File: config.mk
export PLATFORM = sky130hd
export DESIGN_NAME = idle_timeout_frame_receiver
export DESIGN_NICKNAME = d
export VERILOG_FILES = /design/src/rtl/core/itfr_pkg.sv /design/src/rtl/core/idle_timeout_frame_receiver.sv /design/src/rtl/core/itfr_buf_mem.sv
export SDC_FILE = /design/constraint.sdc
export NUM_CORES = 2
export LEC_CHECK = 0
export BUFFER_PORTS_ARGS = -buffer_cell sky130_fd_sc_hd__buf_2
export CAP_MARGIN = 20
export CORE_UTILIZATION = 50
export CTS_CLUSTER_DIAMETER = 30
export DETAILED_ROUTE_END_ITERATION = 8
export GPL_TIMING_DRIVEN = 0
export HOLD_SLACK_MARGIN = 0.12
export PLACE_DENSITY = 0.72
export SYNTH_ARGS = -nofsm -noshare
export SYNTH_HDL_FRONTEND = slang
export SYNTH_HIERARCHICAL = 1
export SYNTH_SLANG_ARGS = --single-unit
File: constraint.sdc
create_clock -name clk_i -period 5.4 [get_ports clk_i]
set_input_delay 1.62 -clock clk_i [delete_from_list [all_inputs] [get_ports clk_i]]
set_output_delay 1.62 -clock clk_i [all_outputs]
set_load 0.005 [all_outputs]
File: src/rtl/core/itfr_pkg.sv
// itfr_pkg: word types and mode codes for the idle-timeout frame receiver
// no dependencies
`timescale 1ns / 1ps
`default_nettype none

package itfr_pkg;

  localparam logic [1:0] MODE_RX_BYTE = 2'd0;
  localparam logic [1:0] MODE_TICK    = 2'd1;
  localparam logic [1:0] MODE_RESTART = 2'd2;
  localparam logic [1:0] MODE_READ    = 2'd3;

  localparam logic [15:0] TIMEOUT_RESET = 16'd100;

  typedef struct packed {
    logic [1:0] mode;
    logic [7:0] rx_byte;
    logic [7:0] read_index;
  } in_word_t;

  typedef struct packed {
    logic       frame_done;
    logic [7:0] frame_length;
    logic [7:0] read_data;
  } out_word_t;

endpackage

`default_nettype wire

File: src/rtl/core/idle_timeout_frame_receiver.sv
// idle_timeout_frame_receiver: byte framer closed by an idle tick timeout
// the result word passes the read stage and then the output register before it is offered
// throughput: one word per cycle while the input is not stalled; the buffer read lies in the read stage
// the input stalls only while both the read stage and the output register are held
// reset clears length, done, timer and output state; buffer contents are not cleared
`timescale 1ns / 1ps
`default_nettype none

module idle_timeout_frame_receiver #(
  parameter int BUF_DEPTH = 256
) (
  input  wire logic               clk_i,
  input  wire logic               rst_ni,
  input  wire logic               cfg_valid_i,
  output      logic               cfg_ready_o,
  input  wire logic [15:0]        cfg_data_i,
  input  wire logic               in_valid_i,
  output      logic               in_stall_o,
  input  wire itfr_pkg::in_word_t in_data_i,
  output      logic               out_valid_o,
  input  wire logic               out_stall_i,
  output      itfr_pkg::out_word_t out_data_o
);

  import itfr_pkg::*;

  localparam int AW    = (BUF_DEPTH > 1) ? $clog2(BUF_DEPTH) : 1;
  localparam int CMP_W = (AW > 8) ? AW : 8;
  localparam logic [AW-1:0] CNT_LAST = AW'(BUF_DEPTH - 1);

  // scalar state
  logic [AW-1:0] count_q, count_d;
  logic          done_q, done_d;
  logic          run_q, run_d;
  logic [15:0]   idle_q, idle_d;
  logic [15:0]   timeout_q;

  // read stage
  logic          s1_valid_q;
  logic          s1_done_q;
  logic [7:0]    s1_len_q;
  logic          s1_hit_q;
  logic          s1_adv;

  // output register
  logic          out_valid_q;
  out_word_t     out_q;

  logic          in_acc;
  logic          mem_we;
  logic [AW-1:0] mem_waddr;
  logic          mem_re;
  logic [AW-1:0] mem_raddr;
  logic [7:0]    mem_rdata;
  logic [CMP_W-1:0] ridx_ext;
  logic [CMP_W-1:0] count_ext;
  logic [CMP_W-1:0] count_d_ext;
  logic [15:0]   idle_inc;
  logic          rd_hit;

  assign cfg_ready_o = 1'b1;

  assign s1_adv     = s1_valid_q && !(out_valid_q && out_stall_i);
  assign in_stall_o = s1_valid_q && out_valid_q && out_stall_i;
  assign in_acc     = in_valid_i && !in_stall_o;

  assign ridx_ext    = CMP_W'(in_data_i.read_index);
  assign count_ext   = CMP_W'(count_q);
  assign count_d_ext = CMP_W'(count_d);
  assign idle_inc    = (idle_q != 16'hffff) ? idle_q + 16'd1 : idle_q;
  assign rd_hit      = (in_data_i.mode == MODE_READ) && (ridx_ext < count_ext);

  always_comb begin
    count_d   = count_q;
    done_d    = done_q;
    run_d     = run_q;
    idle_d    = idle_q;
    mem_we    = 1'b0;
    mem_waddr = count_q;
    if (in_acc) begin
      case (in_data_i.mode)
        MODE_RX_BYTE: begin
          mem_we = 1'b1;
          if (count_q < CNT_LAST) begin
            idle_d  = 16'd0;
            if (count_q == '0) begin
              run_d = 1'b1;
            end
            count_d = count_q + AW'(1);
          end else begin
            // buffer full, restart at position zero
            mem_waddr = '0;
            count_d   = AW'(1);
          end
        end
        MODE_TICK: begin
          if (run_q) begin
            idle_d = idle_inc;
            if (idle_inc >= timeout_q) begin
              done_d = 1'b1;
              run_d  = 1'b0;
            end
          end
        end
        MODE_RESTART: begin
          count_d = '0;
          done_d  = 1'b0;
        end
        default: begin
        end
      endcase
    end
  end

  assign mem_re    = in_acc && rd_hit;
  assign mem_raddr = ridx_ext[AW-1:0];

  itfr_buf_mem #(
    .DEPTH (BUF_DEPTH),
    .AW    (AW)
  ) u_buf (
    .clk_i   (clk_i),
    .we_i    (mem_we),
    .waddr_i (mem_waddr),
    .wdata_i (in_data_i.rx_byte),
    .re_i    (mem_re),
    .raddr_i (mem_raddr),
    .rdata_o (mem_rdata)
  );

  always_ff @(posedge clk_i or negedge rst_ni) begin
    if (!rst_ni) begin
      count_q   <= '0;
      done_q    <= 1'b0;
      run_q     <= 1'b0;
      idle_q    <= '0;
      timeout_q <= TIMEOUT_RESET;
    end else begin
      count_q <= count_d;
      done_q  <= done_d;
      run_q   <= run_d;
      idle_q  <= idle_d;
      if (cfg_valid_i && cfg_ready_o) begin
        timeout_q <= cfg_data_i;
      end
    end
  end

  always_ff @(posedge clk_i or negedge rst_ni) begin
    if (!rst_ni) begin
      s1_valid_q  <= 1'b0;
      out_valid_q <= 1'b0;
    end else begin
      if (in_acc) begin
        s1_valid_q <= 1'b1;
      end else if (s1_adv) begin
        s1_valid_q <= 1'b0;
      end
      if (s1_adv) begin
        out_valid_q <= 1'b1;
      end else if (!out_stall_i) begin
        out_valid_q <= 1'b0;
      end
    end
  end

  always_ff @(posedge clk_i) begin
    if (in_acc) begin
      s1_done_q <= done_d;
      s1_len_q  <= done_d ? count_d_ext[7:0] : 8'd0;
      s1_hit_q  <= rd_hit;
    end
    if (s1_adv) begin
      out_q.frame_done   <= s1_done_q;
      out_q.frame_length <= s1_len_q;
      out_q.read_data    <= s1_hit_q ? mem_rdata : 8'd0;
    end
  end

  assign out_valid_o = out_valid_q;
  assign out_data_o  = out_q;

`ifndef NO_ASSERTIONS
  a_tick_stopped_holds: assert property (@(posedge clk_i) disable iff (!rst_ni)
    in_acc && in_data_i.mode == MODE_TICK && !run_q
    |=> idle_q == $past(idle_q) && done_q == $past(done_q))
    else $error("tick changed state while timer stopped");

  a_len_only_when_done: assert property (@(posedge clk_i) disable iff (!rst_ni)
    out_valid_o && !out_data_o.frame_done |-> out_data_o.frame_length == 8'd0)
    else $error("frame length reported without done");

  a_byte_clears_idle: assert property (@(posedge clk_i) disable iff (!rst_ni)
    in_acc && in_data_i.mode == MODE_RX_BYTE && count_q < CNT_LAST
    |=> idle_q == 16'd0 && count_q == $past(count_q) + AW'(1))
    else $error("byte did not advance the frame");

  a_count_bound: assert property (@(posedge clk_i) disable iff (!rst_ni)
    count_q <= CNT_LAST)
    else $error("frame length beyond buffer");

  a_read_stage_moves: assert property (@(posedge clk_i) disable iff (!rst_ni)
    s1_valid_q && !out_valid_q |=> out_valid_q)
    else $error("read stage did not reach output register");
`endif

endmodule

`default_nettype wire

File: src/rtl/core/itfr_buf_mem.sv
// itfr_buf_mem: frame byte store, one write port and one registered read port
// depends on nothing else
`timescale 1ns / 1ps
`default_nettype none

module itfr_buf_mem #(
  parameter int DEPTH = 256,
  parameter int AW    = 8
) (
  input  wire logic          clk_i,
  input  wire logic          we_i,
  input  wire logic [AW-1:0] waddr_i,
  input  wire logic [7:0]    wdata_i,
  input  wire logic          re_i,
  input  wire logic [AW-1:0] raddr_i,
  output      logic [7:0]    rdata_o
);

  logic [7:0] mem [DEPTH];

  always_ff @(posedge clk_i) begin
    if (we_i) begin
      mem[waddr_i] <= wdata_i;
    end
  end

  always_ff @(posedge clk_i) begin
    if (re_i) begin
      rdata_o <= mem[raddr_i];
    end
  end

endmodule

`default_nettype wire

### After elaboration in Yosys (flattened, before gate mapping)

Memory sizes are Yosys's and may differ from the RTL's. A register that Yosys moved wholly into a read port is not among the register bits.
Index checks and enable logic that the tools add are counted.

| storage, ports and cells | value |
|---|---|
| register bits | 71 |
| bits in writable memories | 2048 |
| output and inout port bits | 20 |
| memories kept | 1 |

Memory list:

| name | depth | bits a word | rd ports | clocked after Yosys merged registers in | wr ports | line | source |
|---|---|---|---|---|---|---|---|
| u_buf.mem | 256 | 8 | 1 | 1 | 1 | itfr_buf_mem.sv:19 | `logic [7:0] mem [DEPTH];` |

| cells by class | value |
|---|---|
| add/sub/neg operators | 2 |
| order comparisons | 3 |
| equality and inequality tests | 8 |
| mux-type cells | 27 |
| reductions and logical operators | 15 |

Operators with widths:

| kind | number |
|---|---|
| $mux W16 | 3 |
| $mux W8 | 5 |
| $pmux W16 S2 | 1 |
| $add A16 B1 Y16 const B | 1 |
| $ge A16 B16 Y1 | 1 |
| $ne A16 B16 Y1 const B | 1 |
| $pmux W8 S2 | 1 |
| $mux W1 | 15 |
| $add A8 B1 Y8 const B | 1 |
| $logic_not A8 Y1 | 1 |
| $lt A8 B8 Y1 | 1 |
| $lt A8 B8 Y1 const B | 1 |
| $reduce_and A4 Y1 | 2 |
| $logic_and A1 B1 Y1 | 7 |
| $ne A2 B2 Y1 const B | 3 |
| $eq A2 B2 Y1 const B | 2 |
| $pmux W1 S2 | 2 |
| $reduce_bool A2 Y1 | 2 |
| $eq A2 B1 Y1 const B | 1 |
| $logic_not A1 Y1 | 2 |
| $logic_not A2 Y1 | 1 |
| $ne A2 B1 Y1 const B | 1 |

### Depth between registers and ports, before layout

| logic depth | value |
|---|---|
| depth in word-level cells | 7 |
| gate-level depth with buffers | 13 |
| depth with buffers taken out | 12 |

### Hierarchy

Netlist, hierarchy kept.

By module, submodules not included:

| module | instances | cells an instance | area each (um2) | seq. area each (um2) |
|---|---|---|---|---|
| itfr_buf_mem | 1 | 3733 | 79636.4 | 61739.2 |
| idle_timeout_frame_receiver | 1 | 410 | 4092.7 | 1915.6 |

### Least setup slack after synthesis

OpenSTA, ideal clock, no wires.

| timing | value |
|---|---|
| kind | input -> register |
| from | input port in_data_i[16] (netlist name) |
| to | memory u_buf.mem[235][0], enable pin |
| arrival | 4045 ps |
| path slack | 985 ps |
| cell stages on the path | 13 |
| path buffers | 5 |
| cell sequence | inv_1 ha_1 buf_2 nand3_1 inv_1 clkbuf_1 a21oi_1 clkbuf_1 nor2b_1 clkbuf_1 nand4_1 clkbuf_1 nor2_1 |

| between the ends | value |
|---|---|
| cells in the longest elaborated chain, start to end | 5 |

Ends and longest elaborated chain:

| element | line | source |
|---|---|---|
| start: declaration | idle_timeout_frame_receiver.sv:19 | `input wire itfr_pkg::in_word_t in_data_i,` |
| $logic_not A2 Y1 | idle_timeout_frame_receiver.sv:81 | `case (in_data_i.mode)` |
| $mux W1 | idle_timeout_frame_receiver.sv:81 |  |
| $mux W1 | idle_timeout_frame_receiver.sv:80 | `if (in_acc) begin` |
| named net mem_we | idle_timeout_frame_receiver.sv:50 | `logic mem_we;` |
| $mux W1 | itfr_buf_mem.sv:22 | `if (we_i) begin` |
| $mux W1 (implied by the code) | itfr_buf_mem.sv:23 | `mem[waddr_i] <= wdata_i;` |
| end: declaration | itfr_buf_mem.sv:19 |  |

The timed path passes the listed nets, and every way through them passes these cells.

### Final worst setup path

| timing | value |
|---|---|
| from | input port in_data_i[1] (netlist name) |
| to | register u_buf.rdata_o[2], read port of u_buf.mem (data pin) |

| between the ends | value |
|---|---|
| cells in the longest elaborated chain, start to end | 3 |

Ends and longest elaborated chain:

| element | line | source |
|---|---|---|
| $lt A8 B8 Y1 | idle_timeout_frame_receiver.sv:71 | `assign rd_hit = (in_data_i.mode == MODE_READ) && (ridx_ext < count_ext);` |
| $logic_and A1 B1 Y1 | idle_timeout_frame_receiver.sv:71 |  |
| $logic_and A1 B1 Y1 | idle_timeout_frame_receiver.sv:115 | `assign mem_re = in_acc && rd_hit;` |
| end: declaration | itfr_buf_mem.sv:16 | `output logic [7:0] rdata_o` |

Parallel ways exist; a longest one is shown, timed or not.
A chain may end at the register's enable or synchronous reset.

==> impl_results.md <==
- Outcome: complete, but fails checks
- Failing checks: setup timing
- Min-delay worst type: reg2reg
- Final WL: 255000 um
- DP HPWL: 162000 um
- Post-Synth XOR/XNOR Area: 0.136%
- Remaining DRCs: 0
- Max Fclk: 0.177 GHz
- Min Tclk post-route: 5.66 ns
- Most frequent cells in the layout: 2083 x edfxtp_1, 454 x mux4_2, 391 x clkbuf_16
- Final Hold Viols: 0
- Clk buf depth: 4
- Avg WL per Cell: 35.8 um
- Die X: 411 um
- Syn Std Cell Area: 83700 um2
- CP Max Fanout: 10
- Setup TNS Final: -3.15 ns
- Tot GR Track Use: 30.0%
- Clock Tree Root: clkbuf_16
- Mapped Nets: 4212
- Drt first-iter violations: 7903
- CTS tree: done
- Synth Register Bits: 2127
- Max-slew violation count: 0
- Clk Latency, worst-skew pair: 0.95 ns
- Post-synthesis compound-gate area fraction: 4.05%
- Slew Limit Headroom: 3.59%
- Die area: 169000 um2
- Post-synthesis mux area share: 13.9%
- Layout cells sized above 1: 30.7%
- Clk slew on worst S/H paths: 0.05 ns
- I/O pin count: 59
- Starting Density: 50.6%
- RSZ-0062 raised after global routing: true
- Finished Layout Cells: 7130
- Total CTS buffers: 385
- CP arrival: 6.23 ns
- Synthesized area per cell: 20.2 um2
- Max cap viols: 0
- Final Setup Violations: 59
- Via density: 6.66
- GP Congestion: 1.02
- Worst setup margin: -0.259 ns
- Main combinational cell family by area after synthesis: multiplexers
- Req. time, crit path: 5.97 ns
- DRT Pass-1 Iters: 6
- Layout Nets: 4700
- Area Growth Syn to Fin: 21.1%
- Startpoint Class: input port
- Clk_skew: 0.0694 ns
- Total congestion overflow: 0
- Sequential area share after synthesis: 76.0%
- Synth cell types: 81
- Worst Hold Margin: 0.421 ns
- Post-synth EDFFs: 2083
- Commonest non-fill, non-tap cell in the layout: edfxtp_1
- DP Cell Count: 6422
- # port buffers: 57
- Worst setup EP type: flip-flop
- Worst-case vdd ir drop: 0.000323 V
- Core Footprint: 166000 um2
- Post-Synth Adder-Cell Area: 0.448%
- Die Span Y: 411 um
- DR vias: 47500
- Clk sinks: 2127
- Vias in the first global route: 46400
- First-pass GRT wire length: 350000 um
- Initial antenna violation count: 5
- Placed cell area: 87500 um2
- Synth Area in Simple Gates: 3.43%
- Setup Crit Path Kind: in2reg
- Final ANT Viol Nets: 0
- Pin slew with the least headroom to its limit: 1.45 ns
- PwrDens: 439 nW/um2
- Post-synth top flop: edfxtp_1
- Num rows: 149
- Largest net degree at the start of global routing: 157
- Post-Syn Instances: 4143
- P_leak: 32.7 nW
- Synth warn: 6
- Synth async-reset ratio: 2.07%
- Finished Cell Area: 101000 um2
- H-tree depth: 5
- Final core utilization: 61.2%
- Crit share post-route: 105%
## what timing repair did
action,in CTS,in global routing
hold endpoints to repair,0,0
resized for setup,118,150
setup endpoints to repair,849,1418
buffers inserted,0,2
hold buffers,0,0
## worst max-delay path, stage by stage
cell,delay [ns]
buf_2,0.13
buf_2,0.45
buf_4,0.43
buf_2,0.50
clkbuf_1,0.84
mux4_2,0.42
a22oi_1,0.27
a21oi_1,0.20
nor4_1,1.09
nor4_2,0.23
## metal layers
| metal | vias to the layer above | part of all wire (%) | wire length [um] | GRT usage (%) |
|---|---|---|---|---|
| li1 | 18400 | - | - | - |
| met1 | 24500 | 34 | 87200 | 38.5 |
| met2 | 3971 | 45 | 116000 | 44.6 |
| met3 | 717 | 15 | 38100 | 11.0 |
| met4 | 6 | 5.6 | 14400 | 16.2 |
| met5 | - | 0.034 | 86 | 0.198 |
## Yosys cell counts, drive strengths merged (14+ instances only)
cell type | number | area [um2]
edfxtp | 2083 | 62500
mux4 | 456 | 10300
nor2 | 296 | 1110
mux2i | 134 | 1340
a22oi | 133 | 998
buf | 133 | 1100
a21oi | 124 | 621
clkbuf | 118 | 448
nand2 | 77 | 297
nand3 | 51 | 260
o221ai | 47 | 418
o21ai | 46 | 230
dfrtp | 41 | 1030
nor2b | 34 | 213
nor3 | 34 | 170
inv | 31 | 116
nor4 | 31 | 258
ha | 30 | 375
o22ai | 29 | 181
a211oi | 21 | 163
nand4 | 19 | 146
a31oi | 18 | 113
and2 | 16 | 100
nand2b | 16 | 100
a221oi | 14 | 129
## cell families after synthesis
group           count (synthesis)
flops                        2127
simple gates                  602
compound gates                495
xor+xnor                       13
mux                           592
other cells                     1
fa+ha+maj                      30
buf+inv                       283
## cell type report
cell class | count | area [um2]
fillers | 11200 | 64200
flip-flops and latches | 2127 | 63700
multi-input cells | 1733 | 19200
clock buffers | 421 | 9900
clock inverters | 274 | 3040
well taps | 2189 | 2740
plain buffers | 248 | 1580
repair buffers | 104 | 1110
inverters | 32 | 120
diodes | 2 | 5.00
## worst paths after layout
path,startpoint,depth (start not counted),slack (ns),end
setup / recovery,in_data_i[1],10,-0.26,u_buf/rdata_o[2]$_DFFE_PP_
hold reg to reg,s1_len_q[2]$_SDFFCE_PN0P_,0,0.42,out_data_o[10]$_DFFE_PP_
hold / removal,s1_len_q[2]$_SDFFCE_PN0P_,0,0.42,out_data_o[10]$_DFFE_PP_
max in group asynchronous,rst_ni,2,4.08,timeout_q[2]$_DFFE_PN1P_
min in group asynchronous,rst_ni,1,0.72,idle_q[13]$_DFFE_PN0P_
setup reg to reg,count_ext[0]$_DFF_PN0_,12,0.51,u_buf/mem[130][1]$_DFFE_PP_
## report_power, final
part,internal [mW],leakage [nW],switching (mW)
Combinational,0.679,7.15,1.63
Sequential,18.2,19.3,0.0274
Clock,15.7,6.22,8.28
Total,34.6,32.7,9.93
## sequential cells by signal, summed over array words and instances (netlist names)
signal and flops:
count_ext 8, done_q 1, idle_q 16, out_data_o 17, out_valid_o 1, run_q 1, s1_done_q 1, s1_hit_q 1
s1_len_q 8, s1_valid_q 1, timeout_q 16, u_buf/mem 2048, u_buf/rdata_o 8
## stage by stage
step | worst slack, ns | total power, mW
5_1_grt | -0.0247 | 45.4
4_1_cts | -0.209 | 44.5
6_report | -0.259 | 44.5
3_5_place_dp | -1.38 | 20.7
2_1_floorplan | 0.985 | 19.6
3_3_place_gp | -1.61 | 20.7
Note: power is estimated with default switching activity, not from simulation.
